<file path="src/design/frc_pkg.sv">
package frc_pkg;

  localparam int KEY_BITS   = 10;
  localparam int COUNT_BITS = 20;
  localparam int RANK_BITS  = 21;
  localparam int POS_BITS   = KEY_BITS + 2;
  localparam int TREE_SIZE  = 1 << KEY_BITS;
  localparam int CMP_BITS   = (COUNT_BITS + 1 > RANK_BITS) ? COUNT_BITS + 1 : RANK_BITS;

  typedef logic [KEY_BITS-1:0]   addr_t;
  typedef logic [COUNT_BITS-1:0] count_t;
  typedef logic [POS_BITS-1:0]   pos_t;
  typedef logic [RANK_BITS-1:0]  rank_t;

  typedef enum logic [1:0] {
    ST_CLEAR,
    ST_IDLE,
    ST_PREFIX,
    ST_INSERT
  } state_t;

  // sequencer to walker
  typedef struct packed {
    logic  clear;
    addr_t clr_addr;
    logic  load;
    logic  prefix;
    logic  insert;
  } ctrl_t;

  // walker to sequencer
  typedef struct packed {
    logic done;
  } stat_t;

  // lowest set bit of a tree position
  function automatic pos_t low_bit(input pos_t pos);
    low_bit = pos & (~pos + pos_t'(1));
  endfunction

  // node exists in the tree (1 .. TREE_SIZE)
  function automatic logic in_range(input pos_t pos);
    in_range = (pos != '0) && (pos <= pos_t'(TREE_SIZE));
  endfunction

endpackage

</file>
<file path="src/design/frc_ctrl.sv">
module frc_ctrl
  import frc_pkg::*;
(
  input  logic  clk,
  input  logic  rst,
  input  logic  start,
  input  logic  func,
  input  stat_t stat,
  output ctrl_t ctrl,
  output logic  busy
);

  state_t state, state_next;
  addr_t  clr_addr;

  always_ff @(posedge clk) begin
    if (rst) begin
      state    <= ST_CLEAR;
      clr_addr <= '0;
    end else begin
      state <= state_next;
      if (state == ST_CLEAR) begin
        clr_addr <= clr_addr + addr_t'(1);
      end
    end
  end

  always_comb begin
    state_next = state;
    unique case (state)
      ST_CLEAR: begin
        if (clr_addr == '1) state_next = ST_IDLE;
      end
      ST_IDLE: begin
        if (start) state_next = func ? ST_PREFIX : ST_INSERT;
      end
      ST_PREFIX: begin
        if (stat.done) state_next = ST_INSERT;
      end
      ST_INSERT: begin
        if (stat.done) state_next = ST_IDLE;
      end
      default: state_next = ST_IDLE;
    endcase
  end

  always_comb begin
    ctrl          = '0;
    ctrl.clr_addr = clr_addr;
    busy          = 1'b1;
    unique case (state)
      ST_CLEAR:  ctrl.clear = 1'b1;
      ST_IDLE: begin
        busy      = 1'b0;
        ctrl.load = start;
      end
      ST_PREFIX: ctrl.prefix = 1'b1;
      ST_INSERT: ctrl.insert = 1'b1;
      default:   busy = 1'b1;
    endcase
  end

endmodule

</file>
<file path="config.mk">
export PLATFORM = sky130hd
export DESIGN_NAME = frc_ctrl
export DESIGN_NICKNAME = d
export VERILOG_FILES = /design/src/design/frc_pkg.sv /design/src/design/frc_ctrl.sv
export SDC_FILE = /design/constraint.sdc
export NUM_CORES = 1
export LEC_CHECK = 0
export BUFFER_PORTS_ARGS = -buffer_cell sky130_fd_sc_hd__buf_2
export CAP_MARGIN = 30
export CORE_MARGIN = 2
export CORE_UTILIZATION = 47
export DETAILED_ROUTE_END_ITERATION = 7
export PLACE_DENSITY = 0.75
export SLEW_MARGIN = 10
export SYNTH_ARGS = -nofsm -noshare
export SYNTH_HDL_FRONTEND = slang
export SYNTH_SLANG_ARGS = --single-unit
</file>
<file path="constraint.sdc">
create_clock -name clk -period 1.5 [get_ports clk]
set_input_delay 0.15 -clock clk [delete_from_list [all_inputs] [get_ports clk]]
set_output_delay 0.15 -clock clk [all_outputs]
set_load 0.01 [all_outputs]
</file>
==> impl_metrics.yaml <==
power:
  powerDensity_nw_per_um2: 679
  max-vdd-ir-drop_mv: 0.546
  total_power_mw: 0.570
  leakage_nw: 0.395
cells_and_area:
  area_growth_pct: 33.5
  layoutNonFillerInstCount: 108
  n_antenna_cell: 0
  final_nets: 105
  drive_above_1_share: 0.484
synthesis:
  synthFlopType: "dfxtp_1"
  ys_warn_count: 0
  yosysTopAreaCellShare: 0.382
  postSynthCellCount: 66
  synth_most_common_cell: "dfxtp_1"
  ys_ff_latch: 12
  synth_area_um2: 628
  synth_async_sr_flop_share: 0
  synth_edf_count: 0
  yosys.area.top_type: "dfxtp_1"
  synth_nets: 76
  synth_area_leaders: "dfxtp_1 38%, ha_1 10%, xor2_1 7.0%"
  ys_seq_area_frac: 0.382
  avgSynthCellArea_um2: 9.52
  synth_cell_types: 26
  ys_top_cells_by_count: "12 x dfxtp_1, 10 x nor2_1, 5 x ha_1, 5 x inv_1, 5 x xor2_1"
placement:
  hpwl_um: 949
  routabilityCongestion: 0.695
  placed_cells: 104
  pre_cts_slack_ns: -0.0409
  portBuffers: 19
hold_path:
  min_delay_path_depth: 2
  min_from: "rst"
  hold_end: "clr_addr[8]$_SDFFE_PP0N_"
  hp-class: "primary input to flip-flop"
cts:
  clock_latency_ns: 0.27
  clock_path_buffers: 2
  root_buffer: "clkbuf_4"
  clk_pin_slew_ns: 0.07
  cts_tree: "built"
  cts_num_sinks: 12
  ctsHtreeMaxLevel: 1
  cts_made_buffers: 3
sta:
  setup_tns_ns: 0
  worstMarginPinSlew_ns: 0.301
  hold_viol_final: 0
  relSlewSlack: 0.799
  rsz0062_at_grt: "true"
  skew_ns: 0.00666
  max_clock_freq_mhz: 686
  setup_slack_ns: 0.0416
  setup-violations-final: 0
  finalCritPeriodShare: 0.972
  timing.hold.ws_ns: 0.218
  fin_crit_ns: 1.46
  slew_violations: 0
setup_path:
  critPathArrivalTime_ns: 1.64
  reg2reg_from: "state[1]$_SDFFE_PP0P_"
  r2r_end: "state[1]$_SDFFE_PP0P_"
  crit_buf_inv: 3
  max_stage_delay_ns: 0.37
  critPathRequiredTime_ns: 1.68
  path_class: "flip-flop to flip-flop"
  critical_path.cell_chain: "inv_2, buf_4, ha_2, a221oi_2, buf_4, nand4bb_1, o31ai_2"
  cp_max_fo: 3
  reg2reg_depth: 7
  crit_family: "flip-flops"
  critical_path.most_common_cell: "buf_4"
  rrSetupSlack_ns: 0.04
  worst_path_max_delay_cell: "dfxtp_4"
  crit_path_start_kind: "flip-flop"
  cp-end-kind: "flip-flop"
detailed_routing:
  drc: 0
  antenna_left: 0
  dr.pass1.iters: 4
  routed_wl_um: 1350
  wl_per_cell_um: 12.5
  vias: 556
  viasPerCell: 5.15
  drtIter0Drc: 10
job:
  maxCapViolCount: 0
floorplanning:
  initial_core_util: 0.495
  die-width_um: 40.6
  fp-row-count: 13
  die_h_um: 40.6
  coreArea_um2: 1270
  io_pins: 20
  dieArea_um2: 1640
global_routing:
  track_usage: 0.191
  grt-ovfl-total: 0
  grt_pass1_wl_um: 1980
  antenna_found_initial: 0
  first_global_vias: 501
  grt_max_degree: 15
status:
  status: "complete, no violations"
## final cells by class
cell class,instances,area (um^2)
clock buffer,3,22.5
timing repair buffer,26,148
multi-input combinational,47,384
fill,109,430
sequential,12,246
inverter,5,18.8
tap,15,18.8
## sequential cells by signal, indices dropped and copies added, names as in the netlist
signal / flops
clr_addr: 10
state: 2
## worst reg2reg max path: stages (launching register included)
cell and delay (ns):
dfxtp_4 0.37, inv_2 0.04, buf_4 0.13, ha_2 0.18, a221oi_2 0.28, buf_4 0.16, nand4bb_1 0.13, o31ai_2 0.08
## metal layers
metal	GRT usage	part of all wire	wire length, um
met5	0	0	0
met4	0.125	0.019	25
met3	0.0667	0.055	74
met2	0.306	0.46	625
met1	0.211	0.46	621
## how the worst max path moves through the flow
stage / startpoint / endpoint / slack, ns / depth (start not counted)
finish: state[1]$_SDFFE_PP0P_ / state[1]$_SDFFE_PP0P_ / 0.04 / 7
global route: state[1]$_SDFFE_PP0P_ / state[1]$_SDFFE_PP0P_ / -0.03 / 7
CTS: state[0]$_SDFFE_PP0P_ / state[0]$_SDFFE_PP0P_ / 0.008 / 7
detailed placement: state[0]$_SDFFE_PP0P_ / state[0]$_SDFFE_PP0P_ / -0.04 / 6
global placement: state[0]$_SDFFE_PP0P_ / clr_addr[9]$_SDFFE_PP0N_ / 0.02 / 6
floorplan: state[0]$_SDFFE_PP0P_ / clr_addr[9]$_SDFFE_PP0N_ / 0.05 / 7
## power breakdown
part / internal (mW) / total (mW) / switching, mW
logic: 0.0213 / 0.0439 / 0.0226
clock network: 0.0929 / 0.195 / 0.102
registers: 0.324 / 0.331 / 0.00672
total: 0.439 / 0.570 / 0.131
## cell families after synthesis
family	Yosys count	share of synthesized area
AO/OA/AOI/OAI	8	0.104
XOR/XNOR	8	0.112
adder cells (fa/ha/maj)	5	0.0996
buffers and inverters	7	0.0478
flip-flops	12	0.382
multiplexers	1	0.0159
AND/OR/NAND/NOR	25	0.239
## per-stage QoR
step	instance area, um^2	util
global route	838	0.661
CTS	810	0.638
global placement	776	0.611
finish	838	0.661
floorplan	628	-
detailed placement	776	0.611
## repair_timing
action	4_1_cts	5_1_grt
setup endpoints to repair	3	5
setup buffers	1	0
cloned	0	0
hold buffers	0	0
resized for setup	2	11
pin swaps	0	1
## cells in the final DEF (no fill, tap or decap), types with 2 or more instances in the layout
master     count
nand3_1        2
nand4bb_1      2
nand2_1        2
dfxtp_1        9
xnor2_1        3
ha_2           3
dfxtp_2        2
clkbuf_4       3
nand4_1        2
nor2_1        10
inv_2          2
inv_1          3
buf_4          7
xor2_1         5
buf_2         19
No activity file was read; power rests on OpenSTA's default activity.
