`src/design/frc_pkg.sv`:
```
package frc_pkg;

  localparam int KEY_BITS   = 10;
  localparam int COUNT_BITS = 20;
  localparam int RANK_BITS  = 21;
  localparam int POS_BITS   = KEY_BITS + 2;
  localparam int TREE_SIZE  = 1 << KEY_BITS;
  localparam int CMP_BITS   = (COUNT_BITS + 1 > RANK_BITS) ? COUNT_BITS + 1 : RANK_BITS;

  typedef logic [KEY_BITS-1:0]   addr_t;
  typedef logic [COUNT_BITS-1:0] count_t;
  typedef logic [POS_BITS-1:0]   pos_t;
  typedef logic [RANK_BITS-1:0]  rank_t;

  typedef enum logic [1:0] {
    ST_CLEAR,
    ST_IDLE,
    ST_PREFIX,
    ST_INSERT
  } state_t;

  // sequencer to walker
  typedef struct packed {
    logic  clear;
    addr_t clr_addr;
    logic  load;
    logic  prefix;
    logic  insert;
  } ctrl_t;

  // walker to sequencer
  typedef struct packed {
    logic done;
  } stat_t;

  // lowest set bit of a tree position
  function automatic pos_t low_bit(input pos_t pos);
    low_bit = pos & (~pos + pos_t'(1));
  endfunction

  // node exists in the tree (1 .. TREE_SIZE)
  function automatic logic in_range(input pos_t pos);
    in_range = (pos != '0) && (pos <= pos_t'(TREE_SIZE));
  endfunction

endpackage

```
`src/design/frc_walk.sv`:
```
module frc_walk
  import frc_pkg::*;
(
  input  logic                clk,
  input  logic                rst,
  input  ctrl_t               ctrl,
  input  logic [KEY_BITS-1:0] key,
  output stat_t               stat,
  output logic                mem_we,
  output addr_t               mem_waddr,
  output count_t              mem_wdata,
  output logic                mem_re,
  output addr_t               mem_raddr,
  input  count_t              mem_rdata,
  output rank_t               rank,
  output logic                rank_valid
);

  pos_t   pos, start_pos, key_pos, pos_dec, pos_step, lsb;
  logic   pend;
  addr_t  wr_addr;
  count_t sum, sum_sat, inc;
  logic [COUNT_BITS:0]   sum_wide;
  logic [CMP_BITS-1:0]   rank_wide;
  rank_t  rank_sat;
  logic   active;

  always_comb begin
    active   = ctrl.prefix | ctrl.insert;
    key_pos  = pos_t'(key) + pos_t'(1);
    lsb      = low_bit(pos);
    pos_step = ctrl.prefix ? (pos - lsb) : (pos + lsb);
    pos_dec  = pos - pos_t'(1);

    mem_re    = active & in_range(pos);
    mem_raddr = pos_dec[KEY_BITS-1:0];

    // saturating accumulate and increment
    sum_wide = {1'b0, sum} + {1'b0, mem_rdata};
    sum_sat  = sum_wide[COUNT_BITS] ? '1 : sum_wide[COUNT_BITS-1:0];
    inc      = (mem_rdata == '1) ? mem_rdata : mem_rdata + count_t'(1);

    rank_wide = CMP_BITS'(sum) + CMP_BITS'(1);
    rank_sat  = (rank_wide > CMP_BITS'({RANK_BITS{1'b1}})) ? '1 : rank_wide[RANK_BITS-1:0];

    mem_we    = ctrl.clear | (ctrl.insert & pend);
    mem_waddr = ctrl.clear ? ctrl.clr_addr : wr_addr;
    mem_wdata = ctrl.clear ? '0 : inc;

    stat.done = !in_range(pos) && !pend;
  end

  always_ff @(posedge clk) begin
    if (rst) begin
      pend       <= 1'b0;
      rank_valid <= 1'b0;
    end else begin
      pend       <= mem_re;
      rank_valid <= ctrl.prefix & stat.done;
    end
  end

  always_ff @(posedge clk) begin
    wr_addr <= mem_raddr;
    if (ctrl.load) begin
      pos       <= key_pos;
      start_pos <= key_pos;
      sum       <= '0;
    end else if (ctrl.prefix && stat.done) begin
      pos  <= start_pos;
      rank <= rank_sat;
    end else begin
      if (mem_re) pos <= pos_step;
      if (ctrl.prefix && pend) sum <= sum_sat;
    end
  end

endmodule

```
`config.mk`:
```
export PLATFORM = sky130hd
export DESIGN_NAME = frc_walk
export DESIGN_NICKNAME = d
export VERILOG_FILES = /design/src/design/frc_pkg.sv /design/src/design/frc_walk.sv
export SDC_FILE = /design/constraint.sdc
export NUM_CORES = 1
export LEC_CHECK = 0
export BUFFER_PORTS_ARGS = -buffer_cell sky130_fd_sc_hd__buf_2
export CAP_MARGIN = 20
export CORE_MARGIN = 2
export CORE_UTILIZATION = 51
export DETAILED_ROUTE_END_ITERATION = 7
export GPL_TIMING_DRIVEN = 0
export PLACE_DENSITY = 0.87
export SLEW_MARGIN = 20
export SYNTH_ARGS = -nofsm -noshare
export SYNTH_HDL_FRONTEND = slang
export SYNTH_SLANG_ARGS = --single-unit
```
`constraint.sdc`:
```
create_clock -name clk -period 2.9 [get_ports clk]
set_input_delay 0.435 -clock clk [delete_from_list [all_inputs] [get_ports clk]]
set_output_delay 0.435 -clock clk [all_outputs]
set_load 0.01 [all_outputs]
```
==> reports/metrics.yaml <==
die:
  num_rows: 38
  fp.dieArea_mm2: 0.0121
  ios: 111
  core_area_mm2: 0.0109
  start_util: 0.525
  dieWidth_um: 110
  dieHeight_um: 110
placed_design:
  io_buffers: 109
  gp_congestion: 0.898
  dp.final_hpwl_mm: 10.6
timing:
  setup_viol_count_final: 20
  timing.final.crit_share: 1.16
  worst_pin_slew_ns: 0.714
  final.setup.worst_slack_ns: -0.459
  holdWs_ns: 0.235
  relSlewSlack: 0.524
  fin_setup_tns_ns: -3.04
  fin_skew_ns: 0.0206
  fmax_mhz: 298
  hold_violations: 0
  final-max-slew-violation-count: 0
  rsz0062_at_grt: "yes"
  post-route-min-period_ns: 3.36
critical_path:
  path_depth: 12
  slowest_stage: "edfxtp_1"
  critical_path_class: "flip-flop to flip-flop"
  worstSetupStartpoint: "pos[1]"
  crit_path_end_kind: "flip-flop"
  rrSetupSlack_ns: -0.46
  startpoint_type: "flip-flop"
  crit_fanout: 3
  cp.required_ns: 3.00
  crit_family: "simple AND/OR/NAND/NOR gates"
  r2r_start: "pos[1]"
  reg2regPathDepth: 12
  r2r_end: "pos[11]"
  critPathMaxStageDelay_ns: 0.51
  cp_cell_sequence: "nor3_4 -> nor3b_4 -> nand2_2 -> buf_4 -> a31oi_4 -> xor2_1 -> ha_2 -> or3_4 -> o31ai_4 -> o21ai_1 -> xnor2_1 -> nor3_2"
  cp.arrival_ns: 3.46
  endpoint: "pos[11]"
  path_buf_inv: 1
detailed_routing:
  firstDrtPassIters: 5
  drc: 0
  wl_mm: 17.6
  vias_per_cell: 6.03
  drt_iter0_drc: 486
  via_count: 5704
  ant_nets: 0
  avgRoutedWirePerCell_um: 18.6
clock_tree:
  clkTransAtPathRegs_ns: 0.09
  cts_buffer_depth: 2
  htreeDepth: 3
  cts_hold_buf: 0
  clock_latency_ns: 0.37
  cts.sinks: 76
  cts_root_buf: "clkbuf_8"
  cts_tree: "built"
  cts_made_buffers: 9
grt:
  grt_first_pass_wirelength_mm: 24.1
  grtUsageMet3: 0.0658
  use_met2: 0.392
  grt.busiest_layer: "met2"
  grt_pass1_vias: 5068
  grtUsageTotal: 0.254
  grt_max_degree: 22
  antenna_found_initial: 0
  grt_use_met1: 0.337
  grt-ovfl-total: 0
run:
  maxCapViolCount: 0
cells_and_area:
  fillers: 775
  area_growth_syn_to_layout_pct: 28.5
  antenna-diode-count: 0
  layout-drive-gt1-share: 0.328
  fin_nets: 886
power:
  leakagePower_uw: 0.00304
  power_uw: 6820
  power.density_cell_area_mw_per_mm2: 929
  worst_ir_drop_vdd_v: 0.000667
synth:
  ys_seq_area_frac: 0.343
  ys_warn_count: 0
  async_flop_share: 0
  synthCells: 637
  synth_edf_count: 44
  syn-mean-instance-area_um2: 8.97
  netlist_area_mm2: 0.00571
  ys.flop_type: "edfxtp_1"
  ys_ff_latch: 76
  syn_nets: 722
  yosysUniqueCellTypes: 72
hold_path:
  hold_depth: 2
  hold_class: "primary input to flip-flop"
outcome:
  status: "complete, but fails checks"
  violations: "setup timing"
## cells by family after synthesis
kind of cell / synth area share
AND/OR/NAND/NOR: 0.214
adder cells (fa/ha/maj): 0.0867
flip-flops: 0.343
XOR/XNOR: 0.120
AO/OA/AOI/OAI: 0.178
buffers and inverters: 0.0361
multiplexers: 0.0215
## flip-flops by register name, summed over array words and instances, names as in the netlist
signal      cells
sum            20
start_pos      11
pos            12
pend            1
wr_addr        10
rank_valid      1
rank           21
## synthesized netlist by cell type (2+ instances only)
cell type  number  area [µm²]
nor2_1         81         304
nand2_1        46         173
a21oi_1        45         225
edfxtp_1       44        1320
xnor2_1        44         385
ha_1           38         475
nand3_1        36         180
xor2_1         34         298
dfxtp_1        32         641
inv_1          30         113
o21ai_0        20         100
a211oi_1       19         143
and3_1         15        93.8
nor3_1         14        70.1
clkbuf_1       12        45.0
nand4_1        11        68.8
mux2_2         10         113
a21o_1          6        45.0
a31oi_1         6        37.5
nor2b_1         6        37.5
o211ai_1        5        37.5
a221oi_1        4        35.0
nor4_1          4        25.0
a21oi_2         3        26.3
buf_2           3        15.0
nand2b_1        3        18.8
nor3_2          3        30.0
nor3b_2         3        37.5
o21a_1          3        22.5
o31ai_1         3        22.5
or3_1           3        18.8
a2111o_1        2        22.5
a31o_2          2        17.5
and2_1          2        12.5
and4_1          2        17.5
buf_6           2        22.5
nand3_2         2        20.0
nor4_4          2        42.5
o2111ai_1       2        17.5
o22ai_1         2        12.5
or2_2           2        12.5
## repair_timing
action	4_1_cts	5_1_grt
pin swaps	30	36
resized for setup	39	48
setup buffers	29	17
endpoints found under the setup margin	40	23
## where the power goes
| group | switching (µW) | internal (µW) |
|---|---|---|
| Combinational | 2420 | 1880 |
| Clock | 384 | 356 |
| Sequential | 314 | 1470 |
## per-stage QoR
step | area, µm² | std cells | util | setup slack (ns)
6_report | 7340 | 946 | 0.674 | -0.459
5_1_grt | 7340 | 946 | 0.674 | -0.505
4_1_cts | 6990 | 930 | 0.642 | -0.102
3_5_place_dp | 6460 | 886 | 0.593 | -0.359
3_3_place_gp | 6460 | 886 | 0.593 | -0.314
2_1_floorplan | 5740 | 637 | - | 0.0124
## layout make-up
| cell class | instances | area [µm²] | area share |
|---|---|---|---|
| multi-input combinational | 512 | 3910 | 0.532 |
| sequential | 76 | 1960 | 0.267 |
| timing repair buffer | 154 | 917 | 0.125 |
| tap | 140 | 175 | 0.0239 |
| clock buffer | 14 | 163 | 0.0222 |
| inverter | 30 | 115 | 0.0157 |
| buffer | 18 | 91.3 | 0.0124 |
| clock inverter | 2 | 10.0 | 0.00136 |
## layout by cell type, fill, tap and decap left out, types with 13 or more instances in the layout
cell / n
nand2_1: 42
dfxtp_1: 32
and3_1: 13
edfxtp_1: 44
a211oi_1: 19
a21oi_1: 37
buf_2: 112
nor2_1: 75
inv_1: 28
xnor2_1: 43
buf_4: 37
clkbuf_1: 13
o21ai_0: 14
nand3_1: 34
ha_1: 31
xor2_1: 32
## routing by layer
layer	wire length, µm	vias up
met4	737	0
met1	7100	2631
met5	0	-
met3	1980	73
li1	-	2645
met2	7820	355
## worst reg2reg max path: stages (launching register included)
cell      delay, ns
edfxtp_1       0.51
nor3_4         0.31
nor3b_4        0.29
nand2_2        0.11
buf_4          0.17
a31oi_4        0.18
xor2_1         0.11
ha_2           0.23
or3_4          0.39
o31ai_4        0.30
o21ai_1        0.17
xnor2_1        0.24
nor3_2         0.08
## worst min-delay path by stage
stage / endpoint / startpoint / slack (ns)
2_1_floorplan: rank[0] / sum[0] / 0.47
3_3_place_gp: rank[0] / sum[0] / 0.50
3_5_place_dp: rank[0] / sum[0] / 0.50
4_1_cts: rank_valid / rst / 0.24
5_1_grt: pend / rst / 0.24
6_report: rank_valid / rst / 0.24
Power figures use the tool's default switching activity.
